===== src/hw/rtl/sma_pkg.sv =====
// shared types and constants for the stack machine execution unit
package sma_pkg;

    localparam int STACK_DEPTH = 256;
    localparam int ADDR_W      = $clog2(STACK_DEPTH);
    localparam int SP_W        = $clog2(STACK_DEPTH + 1);
    localparam int WORD_W      = 32;
    localparam int OPC_W       = 5;
    localparam int STAT_W      = 3;
    localparam int COUNT_W     = 9;
    localparam int DIV_STEPS   = WORD_W;
    localparam int DIV_CNT_W   = $clog2(DIV_STEPS);
    localparam int MIN_OPERANDS = 2;

    localparam logic signed [OPC_W-1:0] OP_IDLE = -5'sd1;
    localparam logic signed [OPC_W-1:0] OP_PUSH = 5'sd0;
    localparam logic signed [OPC_W-1:0] OP_ADD  = 5'sd1;
    localparam logic signed [OPC_W-1:0] OP_SUB  = 5'sd2;
    localparam logic signed [OPC_W-1:0] OP_MUL  = 5'sd3;
    localparam logic signed [OPC_W-1:0] OP_DIV  = 5'sd4;
    localparam logic signed [OPC_W-1:0] OP_EQ   = 5'sd5;
    localparam logic signed [OPC_W-1:0] OP_NEQ  = 5'sd6;
    localparam logic signed [OPC_W-1:0] OP_LT   = 5'sd7;
    localparam logic signed [OPC_W-1:0] OP_LTE  = 5'sd8;
    localparam logic signed [OPC_W-1:0] OP_GT   = 5'sd9;
    localparam logic signed [OPC_W-1:0] OP_GTE  = 5'sd10;

    localparam logic [STAT_W-1:0] ST_OK        = 3'd0;
    localparam logic [STAT_W-1:0] ST_UNDERFLOW = 3'd1;
    localparam logic [STAT_W-1:0] ST_UNKNOWN   = 3'd2;
    localparam logic [STAT_W-1:0] ST_DIVZERO   = 3'd3;
    localparam logic [STAT_W-1:0] ST_OVERFLOW  = 3'd4;

    typedef enum logic [1:0] {
        S_IDLE,
        S_EXEC,
        S_DIV
    } t_state;

    typedef struct packed {
        logic signed [OPC_W-1:0]  opcode;
        logic signed [WORD_W-1:0] push_value;
    } t_in_beat;

    typedef struct packed {
        logic [STAT_W-1:0]        status;
        logic signed [WORD_W-1:0] returned_value;
        logic signed [WORD_W-1:0] top_value;
        logic [COUNT_W-1:0]       stack_count;
    } t_out_beat;

endpackage


===== src/hw/rtl/sma_divider.sv =====
// iterative signed divider, one quotient bit per cycle, truncating toward zero
module sma_divider (
    input  logic                                i_clk,
    input  logic                                i_rst_n,
    input  logic                                i_start,
    input  logic signed [sma_pkg::WORD_W-1:0]   i_dividend,
    input  logic signed [sma_pkg::WORD_W-1:0]   i_divisor,
    output logic                                o_done,
    output logic signed [sma_pkg::WORD_W-1:0]   o_quotient
);
    import sma_pkg::*;

    logic                 r_busy, n_busy;
    logic                 r_done, n_done;
    logic [DIV_CNT_W-1:0] r_cnt, n_cnt;
    logic [WORD_W-1:0]    r_rem, n_rem;
    logic [WORD_W-1:0]    r_quo, n_quo;
    logic [WORD_W-1:0]    r_dvs, n_dvs;
    logic                 r_neg, n_neg;
    logic [WORD_W:0]      w_trial;
    logic [WORD_W:0]      w_diff;

    assign w_trial = {r_rem, r_quo[WORD_W-1]};
    assign w_diff  = w_trial - {1'b0, r_dvs};

    always_comb begin
        n_busy = r_busy;
        n_done = r_done;
        n_cnt  = r_cnt;
        n_rem  = r_rem;
        n_quo  = r_quo;
        n_dvs  = r_dvs;
        n_neg  = r_neg;
        if (i_start) begin
            n_busy = 1'b1;
            n_done = 1'b0;
            n_cnt  = DIV_CNT_W'(DIV_STEPS - 1);
            n_rem  = '0;
            // magnitudes; the minimum word maps onto itself as unsigned
            n_quo  = i_dividend[WORD_W-1] ? WORD_W'(-i_dividend) : WORD_W'(i_dividend);
            n_dvs  = i_divisor[WORD_W-1] ? WORD_W'(-i_divisor) : WORD_W'(i_divisor);
            n_neg  = i_dividend[WORD_W-1] ^ i_divisor[WORD_W-1];
        end else if (r_busy) begin
            if (!w_diff[WORD_W]) begin
                n_rem = w_diff[WORD_W-1:0];
                n_quo = {r_quo[WORD_W-2:0], 1'b1};
            end else begin
                n_rem = w_trial[WORD_W-1:0];
                n_quo = {r_quo[WORD_W-2:0], 1'b0};
            end
            if (r_cnt == '0) begin
                n_busy = 1'b0;
                n_done = 1'b1;
            end else begin
                n_cnt = r_cnt - DIV_CNT_W'(1);
            end
        end
    end

    always_ff @(posedge i_clk) begin
        if (!i_rst_n) begin
            r_busy <= 1'b0;
            r_done <= 1'b0;
        end else begin
            r_busy <= n_busy;
            r_done <= n_done;
        end
    end

    always_ff @(posedge i_clk) begin
        r_cnt <= n_cnt;
        r_rem <= n_rem;
        r_quo <= n_quo;
        r_dvs <= n_dvs;
        r_neg <= n_neg;
    end

    assign o_done     = r_done;
    assign o_quotient = r_neg ? WORD_W'(-r_quo) : r_quo;

endmodule


===== config.mk =====
export PLATFORM = sky130hd
export DESIGN_NAME = sma_divider
export DESIGN_NICKNAME = d
export VERILOG_FILES = /design/src/hw/rtl/sma_pkg.sv /design/src/hw/rtl/sma_divider.sv
export SDC_FILE = /design/constraint.sdc
export NUM_CORES = 1
export LEC_CHECK = 0
export ABC_AREA = 1
export BUFFER_PORTS_ARGS = -buffer_cell sky130_fd_sc_hd__buf_2
export CAP_MARGIN = 30
export CORE_ASPECT_RATIO = 1.25
export CORE_MARGIN = 4
export CORE_UTILIZATION = 40
export DETAILED_ROUTE_END_ITERATION = 10
export GPL_ROUTABILITY_DRIVEN = 1
export HOLD_SLACK_MARGIN = 0.02
export MAX_ROUTING_LAYER = met4
export SLEW_MARGIN = 5
export SYNTH_ARGS = -nofsm -noshare
export SYNTH_HDL_FRONTEND = slang
export SYNTH_SLANG_ARGS = --single-unit

===== constraint.sdc =====
create_clock -name i_clk -period 3.3 [get_ports i_clk]
set_input_delay 0 -clock i_clk [delete_from_list [all_inputs] [get_ports i_clk]]
set_output_delay 0 -clock i_clk [all_outputs]
set_load 0.01 [all_outputs]

* Word level (Yosys, flattened, before mapping)
Cells that the tools add are included.
** Cells by class
- $add $sub $neg :: 5
- Multiplexer cells :: 10
- Bitwise operators :: 3
- Reductions and logical operators :: 5
** Operators by type and width (number)
- $mux 32 :: 5
- $neg 32->32 :: 3
- $sub 33x32->33 :: 1
- $mux 31 :: 1
- $logic_not 5->1 :: 1
- $sub 5x1->5 const B :: 1
- $mux 1 :: 4
- $reduce_and 2->1 :: 2
- $not 1->1 :: 2
- $reduce_bool 2->1 :: 1
- $reduce_or 2->1 :: 1
- $xor 1x1->1 :: 1
** Word-level totals
- Register bits :: 104
- Input port bits :: 67

* Longest topological paths before layout
- Depth in word-level cells :: 4
- Depth in mapped cells :: 19

* Least setup slack after synthesis
No wires, ideal clock.
- Path kind :: register to register
- Start :: reg r_quo[31]
- End :: reg r_quo[0], data pin
- Library setup time :: 0.265 ns
- Arrival time :: 1.977 ns
- Required time :: 3.035 ns
- Path slack :: 1.058 ns
- Cell stages (with the launch flop) :: 17
- Path buffers :: 1
- Cell sequence :: edfxtp_1 inv_1 ha_1 fa_1 inv_1 nand2_1 nand2_1 nand3_1 nand2_1 nand2_1 nand2_2 nand2_4 nand2_2 nand2_1 nand2_2 buf_6 o21ai_1
** Between the ends
- Word-level cells in the longest chain between the ends :: 4
** Ends and longest elaborated chain
- start: declaration :: line sma_divider.sv:17 : logic [WORD_W-1:0] r_quo, n_quo;
- start signal: assignment :: line sma_divider.sv:73 : r_quo <= n_quo;
- $sub 33x32->33 :: line sma_divider.sv:24 : assign w_diff = w_trial - {1'b0, r_dvs};
- $mux 1 :: line sma_divider.sv:44 : if (!w_diff[WORD_W]) begin
- $mux 32 :: line sma_divider.sv:43 : end else if (r_busy) begin
- $mux 32 :: line sma_divider.sv:34 : if (i_start) begin
- named net n_quo[0] :: line sma_divider.sv:17
The timed path passes the listed nets, and every way through them passes these cells. The select of a mux whose other input is x is not followed.
A chain may end at the register's enable or synchronous reset.

* Worst setup path after layout
- Start :: reg r_quo[0]
- End :: out o_quotient[26] (netlist name)
** Between the ends
- Word-level cells in the longest chain between the ends :: 2
** Ends and longest elaborated chain
- $neg 32->32 :: line sma_divider.sv:79 : assign o_quotient = r_neg ? WORD_W'(-r_quo) : r_quo;
- $mux 32 :: line sma_divider.sv:79
- end: declaration :: line sma_divider.sv:9 : output logic signed [sma_pkg::WORD_W-1:0] o_quotient
Every way passes these cells.

==> results.json <==
{
  "crit_path_top_delay_cell": "edfxtp_1",
  "status": "complete, no violations",
  "ys_ff_latch": 104,
  "max-slew-margin-rel_pct": 60.6,
  "drcViolationCount": 0,
  "clockBufferDepth": 2,
  "insertion_delay_ns": 0.36,
  "antenna_found_initial": 1,
  "rows": 62,
  "initial_core_util_pct": 40.5,
  "die_width_um": 144,
  "worst-slew-pin-transition_ns": 0.585,
  "path_cells": "inv_1 > ha_1 > inv_1 > nor3_1 > buf_4 > inv_1 > nor2_1 > nand2_1 > nor2_1 > nand2_1 > nor2_1 > a21oi_1 > xor2_1 > buf_2",
  "cp.required_ns": 3.30,
  "final_cell_mix": "nand2_1 (498), inv_1 (285), nor2_1 (119)",
  "clockRootBuffer": "clkbuf_16",
  "io_pins": 100,
  "start_kind": "register",
  "worst-path-buf-inv": 5,
  "slew_violations": 0,
  "skew_ns": 0.0106,
  "synth.avg_cell_area_um2": 6.30,
  "grt_start_max_net_pins": 50,
  "cts_max_level": 3,
  "dpl_cell_area_um2": 10100,
  "grt_pass1_wl_mm": 42.1,
  "ant_nets": 0,
  "placedCellCount": 1838,
  "powerDensity_nw_per_um2": 338,
  "syn2layout_area_growth_pct": 14.7,
  "ys_types": 41,
  "gp_congestion": 0.938,
  "postCtsSetupRepairBufs": 0,
  "ys_warn_count": 0,
  "syn-num-nets": 1573,
  "netlist_area_um2": 9260,
  "grt_overflow": 0,
  "core-area_um2": 22900,
  "ctsResizeCount": 0,
  "synth_top_area_cell": "edfxtp_1",
  "syn_inst": 1469,
  "cp-end-kind": "output pin",
  "numPortBuffers": 99,
  "first_global_vias": 8856,
  "p_leak_nw": 5.61,
  "synth_area_leaders": "edfxtp_1 (21%), nand2_1 (20%), inv_1 (12%)",
  "die_area_um2": 25700,
  "grtUsageTotal_pct": 21.0,
  "arrival_ns": 2.79,
  "hold_path.class": "in2reg",
  "hpwl_mm": 20.5,
  "fin_crit_ns": 2.79,
  "fin_nets": 1690,
  "cts_sinks": 104,
  "setup_viol": 0,
  "seq_area_frac_synth_pct": 29.5,
  "vias_per_cell": 4.80,
  "irDropWorstVdd_mv": 0.238,
  "drtPass1Iterations": 5,
  "path_delay_family": "simple AND/OR/NAND/NOR gates",
  "synth_edf_count": 65,
  "rsz0062_at_grt": "false",
  "fin_crit_sh_pct": 84.7,
  "power_mw": 3.59,
  "stdcell_count": 1880,
  "cts_tree": "built",
  "synth.top_cell.area_share_pct": 21.1,
  "synth_ff_type": "edfxtp_1",
  "die_h_um": 178,
  "drive_gt1_share_pct": 11.3,
  "crit_fanout": 4,
  "cts_buffers": 9,
  "via_count": 9024,
  "drt_iter0_drc": 511,
  "hold_buffers": 25,
  "cts.clk_slew.worst_paths_ns": 0.08,
  "routedWlPerCell_um": 13.7,
  "fin_setup_tns_ns": 0,
  "async_reset_ff_share_pct": 0,
  "layout.cells.most_common": "nand2_1",
  "design_area_um2": 10600,
  "worstSetupPathType": "reg2out",
  "max_freq_ghz": 0.358,
  "cpPeakStageDelay_ns": 0.44,
  "wirelength_mm": 25.7,
  "drv_cap": 0,
  "hold_violations": 0
}
==> layer usage <==
layer / up-vias / track usage, % / part of all wire (%)
li1: 4758 / - / -
met1: 4033 / 23.9 / 43
met2: 198 / 37.8 / 51
met3: 35 / 2.25 / 3.1
met4: 0 / 7.38 / 2.6
met5: - / - / 0
==> where the power goes <==
group          leakage [nW]  internal, mW  switching (mW)
clock network         0.144         0.553           0.548
registers             0.966          1.50          0.0642
logic                  4.50         0.338           0.585
==> metrics by stage <==
stage / setup slack (ns) / utilization [%] / hold WS [ns]
floorplan: 1.06 / - / 0.0989
global placement: 0.698 / 43.9 / 0.219
detailed placement: 0.624 / 44.0 / 0.227
CTS: 0.480 / 46.4 / 0.0246
global route: 0.218 / 46.4 / 0.0538
finish: 0.505 / 46.4 / 0.0392
==> cell usage after synthesis, types with 2 or more instances <==
cell	number
nor2_2	4
xnor2_1	24
inv_1	285
nor4_1	5
nand3b_1	3
nand2_1	498
xor2_1	64
a21oi_1	28
nor2_1	121
inv_2	7
o211ai_1	3
ha_1	36
nor3_2	2
nand3_2	11
clkbuf_1	20
buf_2	4
nand3_1	82
edfxtp_1	65
dfxtp_1	39
nor3_1	27
clkinv_1	2
o21ai_0	60
o31ai_1	3
or2_2	7
a31oi_1	7
and2_1	3
buf_8	2
nand4_1	19
nand2_2	15
and3_1	3
nand2_4	3
o21ai_1	6
buf_6	3
==> registers in the layout, summed over array words and instances (netlist names) <==
| signal | flops |
|---|---|
| o_done | 1 |
| r_busy | 1 |
| r_cnt | 5 |
| r_dvs | 32 |
| r_neg | 1 |
| r_quo | 32 |
| r_rem | 32 |
==> worst reg2reg max path: cells and delay by family (launching register included) <==
family                     cells  cell delay [ns]
and+or+nand+nor               13             1.27
adders and majority gates      2             0.61
DFF                            1             0.33
buffers and inverters          3             0.37
==> logic make-up (layout without fill, tap and decap cells) <==
family / Yosys count / in the layout / synth area share [%]
other: 0 / 1 / 0
buffers and inverters: 324 / 446 / 13.7
AO/OA/AOI/OAI: 111 / 111 / 6.41
flip-flops: 104 / 104 / 29.5
adder cells (fa/ha/maj): 37 / 37 / 5.08
AND/OR/NAND/NOR: 805 / 805 / 37.0
XOR/XNOR: 88 / 88 / 8.33
==> cell type report <==
type                    instances  area [um^2]
clock buffers                  10          239
clock inverters                 6         61.3
fillers                      2356        12300
repair buffers                136          856
diodes                          1         2.50
inverters                     294         1100
well taps                     288          360
multi-input cells            1041         5260
flip-flops and latches        104         2730
==> final timing paths <==
path / endpoint / start / slack (ns) / depth (start not counted)
hold / removal: r_dvs[5] / i_divisor[5] / 0.04 / 3
setup / recovery: o_quotient[26] / r_quo[0] / 0.51 / 14
hold reg to reg: r_cnt[4] / r_cnt[4] / 0.47 / 2
setup reg to reg: r_rem[22] / r_quo[31] / 0.61 / 18
Power figures use the tool's default switching activity.
